===== src/rtl/ring_fifo_with_match_count_core_defines.svh =====
// ----------------------------------------------------------------------------
// Assertion macros for the ring FIFO core
// Clocked on clk_i, disabled while rst_ni is low.
// ----------------------------------------------------------------------------
`ifndef RING_FIFO_WITH_MATCH_COUNT_CORE_DEFINES_SVH
`define RING_FIFO_WITH_MATCH_COUNT_CORE_DEFINES_SVH

// prop is a property expression, typically an implication
`define RFMC_ASSERT(lbl, prop, msg) \
  lbl: assert property (@(posedge clk_i) disable iff (!rst_ni) prop) else $error(msg);

// expr must never be true at a clock edge
`define RFMC_ASSERT_NEVER(lbl, expr, msg) \
  lbl: assert property (@(posedge clk_i) disable iff (!rst_ni) !(expr)) else $error(msg);

`endif


===== src/rtl/rfmc_pkg.sv =====
// ----------------------------------------------------------------------------
// rfmc_pkg
// Types, codes and constants shared by the ring FIFO core modules.
// ----------------------------------------------------------------------------
package rfmc_pkg;

  localparam int MAX_DEPTH_DEF = 64;
  localparam int WORD_BITS_DEF = 32;

  localparam int DATA_W     = 32;
  localparam int COUNT_W    = 7;
  localparam int CAP_W      = 3;
  localparam int WCODE_W    = 2;
  localparam int CFG_IDX_W  = 2;
  localparam int CFG_DATA_W = 8;

  localparam logic [CAP_W-1:0]     CAP_LOG2_RST   = 3'd6;
  localparam logic [WCODE_W-1:0]   WCODE_RST      = 2'd2;
  localparam logic [WCODE_W-1:0]   WCODE_1B       = 2'd0;
  localparam logic [WCODE_W-1:0]   WCODE_2B       = 2'd1;
  localparam logic [WCODE_W-1:0]   WCODE_4B       = 2'd2;
  localparam logic [CFG_IDX_W-1:0] CFG_CAP_LOG2   = 2'd0;
  localparam logic [CFG_IDX_W-1:0] CFG_WIDTH_CODE = 2'd1;

  typedef enum logic [1:0] {
    ACT_PUSH  = 2'd0,
    ACT_POP   = 2'd1,
    ACT_FLUSH = 2'd2,
    ACT_COUNT = 2'd3
  } action_e;

  typedef enum logic [1:0] {
    FILL_EMPTY  = 2'd0,
    FILL_NORMAL = 2'd1,
    FILL_FULL   = 2'd2
  } fill_e;

  typedef enum logic [2:0] {
    ST_EMPTY    = 3'd0,
    ST_NORMAL   = 3'd1,
    ST_FULL     = 3'd2,
    ST_OVERFLOW = 3'd3,
    ST_UNDERRUN = 3'd4
  } status_e;

  typedef enum logic [1:0] {
    S_IDLE,
    S_EXEC,
    S_POP_WAIT,
    S_WALK
  } ctrl_state_e;

  typedef struct packed {
    action_e           action;
    logic [DATA_W-1:0] data_word;
  } in_t;

  typedef struct packed {
    status_e            status;
    logic [DATA_W-1:0]  read_data;
    logic [COUNT_W-1:0] match_count;
  } out_t;

  // controller -> datapath
  typedef struct packed {
    logic ld_op;
    logic pop_rd;
    logic walk_init;
    logic walk_run;
    logic retire;
  } dp_cmd_t;

  // datapath -> controller
  typedef struct packed {
    action_e action;
    logic    fifo_empty;
    logic    walk_done;
    logic    slot_free;
  } dp_status_t;

  function automatic status_e fill_to_status(fill_e f);
    status_e s;
    unique case (f)
      FILL_EMPTY:  s = ST_EMPTY;
      FILL_NORMAL: s = ST_NORMAL;
      FILL_FULL:   s = ST_FULL;
      default:     s = ST_EMPTY;
    endcase
    return s;
  endfunction

endpackage


===== src/rtl/rfmc_ram.sv =====
// ----------------------------------------------------------------------------
// rfmc_ram
// Simple dual-port RAM: one write port, one read port, registered read data.
// ----------------------------------------------------------------------------
module rfmc_ram #(
  parameter int WIDTH = rfmc_pkg::WORD_BITS_DEF,
  parameter int DEPTH = rfmc_pkg::MAX_DEPTH_DEF
) (
  input  logic                     clk_i,
  input  logic                     we_i,
  input  logic [$clog2(DEPTH)-1:0] waddr_i,
  input  logic [WIDTH-1:0]         wdata_i,
  input  logic                     re_i,
  input  logic [$clog2(DEPTH)-1:0] raddr_i,
  output logic [WIDTH-1:0]         rdata_o
);

  logic [WIDTH-1:0] mem_q [DEPTH];
  logic [WIDTH-1:0] rdata_q;

  always_ff @(posedge clk_i) begin
    if (we_i) begin
      mem_q[waddr_i] <= wdata_i;
    end
    if (re_i) begin
      rdata_q <= mem_q[raddr_i];
    end
  end

  assign rdata_o = rdata_q;

endmodule


===== src/rtl/rfmc_ctrl.sv =====
// ----------------------------------------------------------------------------
// rfmc_ctrl
// Sequencer: accepts requests, steps pop reads and count walks, retires.
// ----------------------------------------------------------------------------
module rfmc_ctrl (
  input  logic                   clk_i,
  input  logic                   rst_ni,
  input  logic                   in_valid_i,
  output logic                   in_stall_o,
  input  rfmc_pkg::dp_status_t   status_i,
  output rfmc_pkg::dp_cmd_t      cmd_o
);

  rfmc_pkg::ctrl_state_e state_q, state_d;
  logic                  accept_ok;

  always_ff @(posedge clk_i or negedge rst_ni) begin
    if (!rst_ni) begin
      state_q <= rfmc_pkg::S_IDLE;
    end else begin
      state_q <= state_d;
    end
  end

  always_comb begin
    state_d   = state_q;
    cmd_o     = '0;
    unique case (state_q)
      rfmc_pkg::S_IDLE: begin
      end
      rfmc_pkg::S_EXEC: begin
        unique case (status_i.action) inside
          rfmc_pkg::ACT_PUSH, rfmc_pkg::ACT_FLUSH: begin
            cmd_o.retire = status_i.slot_free;
          end
          rfmc_pkg::ACT_POP: begin
            // underrun needs no read
            if (status_i.fifo_empty) begin
              cmd_o.retire = status_i.slot_free;
            end else begin
              cmd_o.pop_rd = 1'b1;
              state_d      = rfmc_pkg::S_POP_WAIT;
            end
          end
          rfmc_pkg::ACT_COUNT: begin
            cmd_o.walk_init = 1'b1;
            state_d         = rfmc_pkg::S_WALK;
          end
          default: begin
          end
        endcase
      end
      rfmc_pkg::S_POP_WAIT: begin
        cmd_o.retire = status_i.slot_free;
      end
      rfmc_pkg::S_WALK: begin
        cmd_o.walk_run = 1'b1;
        cmd_o.retire   = status_i.walk_done && status_i.slot_free;
      end
      default: begin
        state_d = rfmc_pkg::S_IDLE;
      end
    endcase

    // a retiring request frees the operand register for the next one
    accept_ok    = (state_q == rfmc_pkg::S_IDLE) || cmd_o.retire;
    cmd_o.ld_op  = accept_ok && in_valid_i;
    if (cmd_o.retire) begin
      state_d = rfmc_pkg::S_IDLE;
    end
    if (cmd_o.ld_op) begin
      state_d = rfmc_pkg::S_EXEC;
    end
  end

  assign in_stall_o = !accept_ok;

endmodule


===== src/rtl/rfmc_dp.sv =====
// ----------------------------------------------------------------------------
// rfmc_dp
// FIFO datapath: config registers, indices, entry RAM, walk counters, output.
// ----------------------------------------------------------------------------
module rfmc_dp #(
  parameter int MAX_DEPTH = rfmc_pkg::MAX_DEPTH_DEF,
  parameter int WORD_BITS = rfmc_pkg::WORD_BITS_DEF
) (
  input  logic                              clk_i,
  input  logic                              rst_ni,
  input  rfmc_pkg::in_t                     in_data_i,
  input  logic                              cfg_valid_i,
  input  logic [rfmc_pkg::CFG_IDX_W-1:0]    cfg_index_i,
  input  logic [rfmc_pkg::CFG_DATA_W-1:0]   cfg_data_i,
  input  logic                              out_stall_i,
  input  rfmc_pkg::dp_cmd_t                 cmd_i,
  output rfmc_pkg::dp_status_t              status_o,
  output logic                              out_valid_o,
  output rfmc_pkg::out_t                    out_data_o
);

  // largest power of two not above MAX_DEPTH
  localparam int LOG_MAX   = $clog2(MAX_DEPTH + 1) - 1;
  localparam int IW        = LOG_MAX;
  localparam int CW        = LOG_MAX + 1;
  localparam int RAM_DEPTH = 1 << LOG_MAX;
  localparam int WB_W      = $clog2(WORD_BITS + 1);

  logic [rfmc_pkg::CAP_W-1:0]   cap_log2_q, cap_log2_d;
  logic [rfmc_pkg::WCODE_W-1:0] wcode_q, wcode_d;
  logic [IW-1:0]                wi_q, wi_d, ri_q, ri_d;
  rfmc_pkg::fill_e              fill_q, fill_d;
  rfmc_pkg::action_e            act_q;
  logic [WORD_BITS-1:0]         word_q;
  logic [IW-1:0]                walk_idx_q, walk_idx_d;
  logic [CW-1:0]                remain_q, remain_d;
  logic                         pend_q, pend_d;
  logic [CW-1:0]                cnt_q, cnt_d;
  logic                         out_valid_q, out_valid_d;
  rfmc_pkg::out_t               out_q, out_d;

  logic [rfmc_pkg::CAP_W-1:0]   lg_eff;
  logic [IW-1:0]                imask;
  logic [WB_W-1:0]              ent_bits;
  logic [WORD_BITS-1:0]         wmask;
  logic [IW-1:0]                wi_inc, ri_inc, walk_inc;
  logic [CW-1:0]                walk_len;
  logic [WORD_BITS-1:0]         rd_word;
  logic                         cfg_hit;
  logic                         remain_nz;

  logic                         ram_we, ram_re;
  logic [IW-1:0]                ram_raddr;
  logic [WORD_BITS-1:0]         ram_rdata;

  // effective capacity and entry width
  always_comb begin
    lg_eff = cap_log2_q;
    if (cap_log2_q == '0) begin
      lg_eff = rfmc_pkg::CAP_W'(1);
    end else if (int'(cap_log2_q) > LOG_MAX) begin
      lg_eff = rfmc_pkg::CAP_W'(LOG_MAX);
    end
    for (int b = 0; b < IW; b++) begin
      imask[b] = (b < int'(lg_eff));
    end

    ent_bits = WB_W'(WORD_BITS);
    unique case (wcode_q)
      rfmc_pkg::WCODE_1B: if (WORD_BITS > 8)  ent_bits = WB_W'(8);
      rfmc_pkg::WCODE_2B: if (WORD_BITS > 16) ent_bits = WB_W'(16);
      default:            ent_bits = WB_W'(WORD_BITS);
    endcase
    for (int b = 0; b < WORD_BITS; b++) begin
      wmask[b] = (b < int'(ent_bits));
    end
  end

  assign wi_inc   = IW'(wi_q + 1'b1) & imask;
  assign ri_inc   = IW'(ri_q + 1'b1) & imask;
  assign walk_inc = IW'(walk_idx_q + 1'b1) & imask;
  assign rd_word  = ram_rdata & wmask;
  assign remain_nz = |remain_q;
  assign cfg_hit  = cfg_valid_i && (cfg_index_i == rfmc_pkg::CFG_CAP_LOG2 ||
                                    cfg_index_i == rfmc_pkg::CFG_WIDTH_CODE);

  always_comb begin
    unique case (fill_q)
      rfmc_pkg::FILL_EMPTY: walk_len = '0;
      rfmc_pkg::FILL_FULL:  walk_len = CW'({1'b0, imask}) + 1'b1;
      default:              walk_len = CW'(IW'(wi_q - ri_q) & imask);
    endcase
  end

  // commit of the current request at retire, and config register writes
  always_comb begin
    cap_log2_d  = cap_log2_q;
    wcode_d     = wcode_q;
    wi_d        = wi_q;
    ri_d        = ri_q;
    fill_d      = fill_q;
    out_d       = out_q;
    out_valid_d = out_valid_q && out_stall_i;
    ram_we      = 1'b0;

    if (cmd_i.retire) begin
      out_valid_d       = 1'b1;
      out_d.status      = rfmc_pkg::fill_to_status(fill_q);
      out_d.read_data   = '0;
      out_d.match_count = '0;
      unique case (act_q)
        rfmc_pkg::ACT_PUSH: begin
          if (fill_q == rfmc_pkg::FILL_FULL) begin
            out_d.status = rfmc_pkg::ST_OVERFLOW;
          end else begin
            ram_we       = 1'b1;
            wi_d         = wi_inc;
            fill_d       = (wi_inc == ri_q) ? rfmc_pkg::FILL_FULL : rfmc_pkg::FILL_NORMAL;
            out_d.status = rfmc_pkg::fill_to_status(fill_d);
          end
        end
        rfmc_pkg::ACT_POP: begin
          if (fill_q == rfmc_pkg::FILL_EMPTY) begin
            out_d.status = rfmc_pkg::ST_UNDERRUN;
          end else begin
            out_d.read_data = rfmc_pkg::DATA_W'(rd_word);
            ri_d            = ri_inc;
            fill_d          = (ri_inc == wi_q) ? rfmc_pkg::FILL_EMPTY
                                               : rfmc_pkg::FILL_NORMAL;
            out_d.status    = rfmc_pkg::fill_to_status(fill_d);
          end
        end
        rfmc_pkg::ACT_FLUSH: begin
          wi_d         = ri_q;
          fill_d       = rfmc_pkg::FILL_EMPTY;
          out_d.status = rfmc_pkg::ST_EMPTY;
        end
        rfmc_pkg::ACT_COUNT: begin
          out_d.match_count = rfmc_pkg::COUNT_W'(cnt_q);
        end
        default: begin
        end
      endcase
    end

    // any register write re-initializes the FIFO
    if (cfg_hit) begin
      wi_d   = '0;
      ri_d   = '0;
      fill_d = rfmc_pkg::FILL_EMPTY;
      if (cfg_index_i == rfmc_pkg::CFG_CAP_LOG2) begin
        cap_log2_d = cfg_data_i[rfmc_pkg::CAP_W-1:0];
      end else begin
        wcode_d = cfg_data_i[rfmc_pkg::WCODE_W-1:0];
      end
    end
  end

  // count walk: one read issued per cycle, compared in the next cycle
  always_comb begin
    walk_idx_d = walk_idx_q;
    remain_d   = remain_q;
    pend_d     = pend_q;
    cnt_d      = cnt_q;
    ram_re     = 1'b0;
    ram_raddr  = walk_idx_q;

    if (cmd_i.walk_init) begin
      walk_idx_d = ri_q;
      remain_d   = walk_len;
      pend_d     = 1'b0;
      cnt_d      = '0;
    end else if (cmd_i.walk_run) begin
      pend_d = remain_nz;
      if (remain_nz) begin
        ram_re     = 1'b1;
        walk_idx_d = walk_inc;
        remain_d   = remain_q - 1'b1;
      end
      if (pend_q && (rd_word == word_q)) begin
        cnt_d = cnt_q + 1'b1;
      end
    end

    if (cmd_i.pop_rd) begin
      ram_re    = 1'b1;
      ram_raddr = ri_q;
    end
  end

  always_ff @(posedge clk_i or negedge rst_ni) begin
    if (!rst_ni) begin
      cap_log2_q  <= rfmc_pkg::CAP_LOG2_RST;
      wcode_q     <= rfmc_pkg::WCODE_RST;
      wi_q        <= '0;
      ri_q        <= '0;
      fill_q      <= rfmc_pkg::FILL_EMPTY;
      remain_q    <= '0;
      pend_q      <= 1'b0;
      out_valid_q <= 1'b0;
    end else begin
      cap_log2_q  <= cap_log2_d;
      wcode_q     <= wcode_d;
      wi_q        <= wi_d;
      ri_q        <= ri_d;
      fill_q      <= fill_d;
      remain_q    <= remain_d;
      pend_q      <= pend_d;
      out_valid_q <= out_valid_d;
    end
  end

  always_ff @(posedge clk_i) begin
    if (cmd_i.ld_op) begin
      act_q  <= in_data_i.action;
      word_q <= in_data_i.data_word[WORD_BITS-1:0] & wmask;
    end
    walk_idx_q <= walk_idx_d;
    cnt_q      <= cnt_d;
    out_q      <= out_d;
  end

  rfmc_ram #(
    .WIDTH (WORD_BITS),
    .DEPTH (RAM_DEPTH)
  ) u_store (
    .clk_i   (clk_i),
    .we_i    (ram_we),
    .waddr_i (wi_q),
    .wdata_i (word_q),
    .re_i    (ram_re),
    .raddr_i (ram_raddr),
    .rdata_o (ram_rdata)
  );

  assign status_o.action     = act_q;
  assign status_o.fifo_empty = (fill_q == rfmc_pkg::FILL_EMPTY);
  assign status_o.walk_done  = !remain_nz && !pend_q;
  assign status_o.slot_free  = !out_valid_q || !out_stall_i;

  assign out_valid_o = out_valid_q;
  assign out_data_o  = out_q;

endmodule


===== src/rtl/ring_fifo_with_match_count_core.sv =====
// ----------------------------------------------------------------------------
// ring_fifo_with_match_count_core
// Circular FIFO with push, pop, flush and count-matching-entries requests.
// ----------------------------------------------------------------------------
// Input channel (in_valid_i / in_stall_o / in_data_i) carries one request:
// action and data_word. Output channel (out_valid_o / out_stall_i /
// out_data_o) returns exactly one result per request: status, read_data,
// match_count. Config channel (cfg_valid_i / cfg_ready_o) writes
// capacity_log2 (index 0) or entry_width_code (index 1); either write
// empties the FIFO. Write config only while no request is in flight.
// Push, flush and underrun pop retire from the execute state; a pop reads the
// entry RAM and a count walks the stored entries (one entry per cycle on the
// RAM's single read port) first. Push/flush take 1 request per cycle while
// the output is not stalled; a pop read or count walk holds off the next
// request until it retires. A finished result waits in the output register
// while the next request is accepted; a stall on the output holds that request
// at retire and then stalls the input. Reset (async, active low) empties the
// FIFO, sets capacity 64 and four-byte entries; the entry RAM is not cleared.
// ----------------------------------------------------------------------------
`include "ring_fifo_with_match_count_core_defines.svh"

module ring_fifo_with_match_count_core #(
  parameter int MAX_DEPTH = rfmc_pkg::MAX_DEPTH_DEF,
  parameter int WORD_BITS = rfmc_pkg::WORD_BITS_DEF
) (
  input  logic                            clk_i,
  input  logic                            rst_ni,
  input  logic                            in_valid_i,
  output logic                            in_stall_o,
  input  rfmc_pkg::in_t                   in_data_i,
  output logic                            out_valid_o,
  input  logic                            out_stall_i,
  output rfmc_pkg::out_t                  out_data_o,
  input  logic                            cfg_valid_i,
  output logic                            cfg_ready_o,
  input  logic [rfmc_pkg::CFG_IDX_W-1:0]  cfg_index_i,
  input  logic [rfmc_pkg::CFG_DATA_W-1:0] cfg_data_i
);

  rfmc_pkg::dp_cmd_t    cmd;
  rfmc_pkg::dp_status_t dp_status;

  assign cfg_ready_o = 1'b1;

  rfmc_ctrl u_ctrl (
    .clk_i      (clk_i),
    .rst_ni     (rst_ni),
    .in_valid_i (in_valid_i),
    .in_stall_o (in_stall_o),
    .status_i   (dp_status),
    .cmd_o      (cmd)
  );

  rfmc_dp #(
    .MAX_DEPTH (MAX_DEPTH),
    .WORD_BITS (WORD_BITS)
  ) u_dp (
    .clk_i       (clk_i),
    .rst_ni      (rst_ni),
    .in_data_i   (in_data_i),
    .cfg_valid_i (cfg_valid_i),
    .cfg_index_i (cfg_index_i),
    .cfg_data_i  (cfg_data_i),
    .out_stall_i (out_stall_i),
    .cmd_i       (cmd),
    .status_o    (dp_status),
    .out_valid_o (out_valid_o),
    .out_data_o  (out_data_o)
  );

  `RFMC_ASSERT(a_out_from_retire, $rose(out_valid_o) |-> $past(cmd.retire), "result without retire")
  `RFMC_ASSERT(a_walk_blocks_in, (cmd.walk_run && !dp_status.walk_done) |-> in_stall_o, "request accepted during walk")
  `RFMC_ASSERT(a_retire_no_overwrite, (cmd.retire && out_valid_o) |-> !out_stall_i, "result overwritten while stalled")
  `RFMC_ASSERT_NEVER(a_read_vs_retire, (cmd.pop_rd || cmd.walk_init) && cmd.retire, "read issued while retiring")

endmodule


===== config.mk =====
export PLATFORM = sky130hd
export DESIGN_NAME = ring_fifo_with_match_count_core
export DESIGN_NICKNAME = d
export VERILOG_FILES = /design/src/rtl/rfmc_pkg.sv /design/src/rtl/rfmc_ram.sv /design/src/rtl/rfmc_ctrl.sv /design/src/rtl/rfmc_dp.sv /design/src/rtl/ring_fifo_with_match_count_core.sv
export VERILOG_INCLUDE_DIRS = /design/src /design/src/rtl
export SDC_FILE = /design/constraint.sdc
export NUM_CORES = 2
export LEC_CHECK = 0
export BUFFER_PORTS_ARGS = -buffer_cell sky130_fd_sc_hd__buf_4
export CORE_ASPECT_RATIO = 0.6
export CORE_MARGIN = 2
export CORE_UTILIZATION = 60
export DETAILED_ROUTE_END_ITERATION = 8
export PLACE_DENSITY = 0.79
export SLEW_MARGIN = 20
export SYNTH_ARGS = -nofsm -noshare
export SYNTH_HDL_FRONTEND = slang
export SYNTH_SLANG_ARGS = --single-unit

===== constraint.sdc =====
create_clock -name clk_i -period 7.2 [get_ports clk_i]
set_input_delay 1.44 -clock clk_i [delete_from_list [all_inputs] [get_ports clk_i]]
set_output_delay 1.44 -clock clk_i [all_outputs]
set_load 0.05 [all_outputs]

==> metrics.cfg <==
[synth]
synth_edf_count = 2162
synth_cell_types = 90
synthArstFlopShare_pct = 1.36
synth_area_leaders = edfxtp_1 75%, nand2_1 4.9%, mux4_2 4.1%, mux2i_1 1.9%, nand3_1 1.8%
yosys.area.top_type_share_pct = 74.6
syn-num-nets = 5677
avgSynthCellArea_um2 = 15.5
synth_seq_area_share_pct = 75.7
netlist.top_cell.by_area = edfxtp_1
synth_area_um2 = 87000
ys_ff_latch = 2199
syn_inst = 5611
synth-main-ff-cell = edfxtp_1
ys_warn_count = 0

[route]
wirelength_mm = 267
viasPerCell = 7.15
vias = 55900
drc = 0
route.detailed.wl_per_inst_um = 34.1
drt_iter0_markers = 12800
ant_nets = 0
drt_pass1_iterations = 9

[place]
numPortBuffers = 87
place_area_um2 = 90900
dp_cells = 7483
gp_congestion = 0.958
dp_slack_ns = 1.62
hpwl_mm = 159

[critical_path]
required_ns = 7.67
critPathKind = flop to flop
crit_fanout = 19
r2r_cells = 10
r2r_setup_slack_ns = 1.59
rr_endpoint = u_dp.u_store.mem_q[15][30]
reg2reg_from = u_dp.remain_q[0]
cp.arrival_ns = 6.08
startpoint_type = flop
cp-end-kind = flop

[pwr]
power_density_nw_per_um2 = 386
leakage_nw = 31.8
ir_drop_mv = 0.352

[grt]
grt_usage_pct = 35.7
grt_max_degree = 114
grt.met2_usage_pct = 46.0
grt_pass1_wl_mm = 372
grt.busiest_layer = met1
grt_antenna_before_repair = 18
gr-total-overflow = 0
met3_usage_pct = 17.9
grt_pass1_vias = 51600
use_met1_pct = 51.5

[timing]
tns_ns = 0
finalCriticalPeriod_ns = 5.61
setup_viol = 0
rsz0062_at_grt = no
slew_viol_final = 0
setup_slack_ns = 1.59
tightest_slew_ns = 1.27
relSlewSlack_pct = 15.3
finalCritPeriodShare_pct = 78.0
fmax_mhz = 178
whs_ns = 0.536
fin_skew_ns = 0.0458
finalHoldViolCount = 0

[clock_tree]
cts_buffer_depth = 3
cts_hold_buf = 0
path_clk_slew_ns = 0.06
clk_latency_ns = 0.83
clk_root_buffer_cell = clkbuf_16
cts_setup_buffers = 0
cts_buffers = 178
cts_resized = 0
htree_levels = 4
cts_tree = done
clock_sinks = 2199

[die]
die-area_um2 = 148000
start_util_pct = 60.3
die_y_um = 299
die_w_um = 496
core-area_um2 = 144000
rows = 108
pin_count = 94

[min_path]
min_path_type = flop to flop
min_from = u_dp.cnt_q[5]
hold_depth = 2
min_to = u_dp.cnt_q[5]

[finish]
area_delta_synth_final_pct = 10.9
nFillCells = 9037
stdcell_count = 7817
fin_area_um2 = 96500
drive_above_1_share_pct = 13.9
nNetsFinal = 5806

[job]
cap_violations = 0

[status]
status = complete, no violations

==> synth_stat cells, types with 8 or more instances <==
library cell / n
o221a_2: 12
xnor2_1: 36
a22oi_1: 57
a32oi_1: 25
nor3_1: 24
buf_4: 20
o2111ai_1: 8
ha_1: 16
mux2i_1: 166
xor2_1: 17
dfrtp_1: 27
o21ai_0: 80
nand3_1: 319
clkbuf_1: 162
or3_1: 34
a21oi_1: 99
o32ai_1: 8
nand3b_1: 10
nand2_1: 1126
a21boi_0: 8
nand4_1: 99
buf_6: 11
a211oi_1: 50
nand2b_1: 18
o22ai_1: 25
mux4_2: 157
and3_1: 89
and2_1: 53
a31o_2: 8
nor2b_1: 19
a311oi_1: 29
nor2_1: 152
o221ai_1: 36
a31oi_1: 124
buf_1: 52
inv_1: 18
buf_2: 97
edfxtp_1: 2162
==> critical path, stage by stage, from the launching register on <==
cell	delay, ns
dfrtp_1	0.39
inv_1	0.11
ha_1	0.16
or4b_2	0.67
o41ai_1	0.30
nand3_1	0.14
and2_1	0.24
nor3_1	0.77
nand3_1	0.82
nor2_4	1.17
buf_4	0.46
==> final cells by class <==
cell class,count,area [um2],share of cell area (%)
Antenna cell,4,10.0,0.0104
Clock buffer,227,4690,4.86
Clock inverter,101,856,0.887
Inverter,18,67.6,0.0700
Multi-Input combinational cell,3052,20100,20.9
Sequential cell,2199,65800,68.2
Tap cell,1925,2410,2.50
Timing Repair Buffer,291,2480,2.58
==> report_power, final <==
part / total [mW] / switching, mW / internal (mW)
registers: 16.0 / 0.490 / 15.5
logic: 11.6 / 8.41 / 3.21
clock network: 9.62 / 4.59 / 5.03
==> logic make-up after synthesis <==
group,Yosys count,share of synthesized area (%)
flip-flops,2199,75.7
adder cells (fa/ha/maj),17,0.253
buffers and inverters,360,1.87
XOR/XNOR,53,0.534
AO/OA/AOI/OAI,665,5.37
other,1,0.00431
AND/OR/NAND/NOR,1987,10.2
multiplexers,329,6.05
==> worst max path at each step <==
stage                           startpoint                    endpoint  cells after the start
final                     u_dp.remain_q[0]  u_dp.u_store.mem_q[15][30]                     10
after global placement         out_stall_i   u_dp.u_store.mem_q[15][3]                      8
after detailed placement       out_stall_i  u_dp.u_store.mem_q[49][28]                      8
after floorplan                out_stall_i   u_dp.u_store.mem_q[63][0]                      7
after CTS                 u_dp.remain_q[0]  u_dp.u_store.mem_q[15][30]                     10
after global routing      u_dp.remain_q[0]  u_dp.u_store.mem_q[15][30]                     10
==> stage by stage <==
stage	utilization, %	power (mW)
floorplan	-	22.8
global placement	63.0	26.9
global route	66.9	37.9
detailed placement	63.0	27.2
CTS	66.9	36.6
finish	66.9	37.3
==> layer usage <==
layer	wire, um	up-vias
li1	-	21900
met1	92000	27300
met2	105000	5898
met3	56500	808
met4	12500	22
met5	364	-
==> registers in the layout, indices dropped and copies added, names as in the netlist <==
| name | count |
|---|---|
| u_dp.act_q | 2 |
| u_dp.out_data_o | 42 |
| u_dp.word_q | 32 |
| u_ctrl.state_q | 2 |
| u_dp.remain_q | 7 |
| u_dp.ri_q | 6 |
| u_dp.u_store.rdata_o | 32 |
| u_dp.wcode_q | 2 |
| u_dp.cap_log2_q | 3 |
| u_dp.out_valid_o | 1 |
| u_dp.walk_idx_q | 6 |
| u_dp.wi_q | 6 |
| u_dp.fill_q | 2 |
| u_dp.u_store.mem_q | 2048 |
| u_dp.cnt_q | 7 |
| u_dp.pend_q | 1 |
==> placed cells by master (no fill, tap or decap), drive strengths merged, types with 25 or more instances in the layout <==
master	Yosys	layout
o21ai	85	85
and2	54	54
a21oi	99	99
or3	34	34
a211oi	50	50
a22oi	57	57
buf	180	291
clkbuf	162	227
dfrtp	27	27
a31oi	125	125
nor2	155	155
nand4	99	99
a32oi	25	25
o22ai	25	25
and3	89	89
nand3	320	320
xnor2	36	36
mux4	157	157
mux2i	166	166
o221ai	36	36
nand2	1126	1126
clkinv	0	78
a311oi	29	29
edfxtp	2162	2162
No activity file was read; power rests on OpenSTA's default activity.
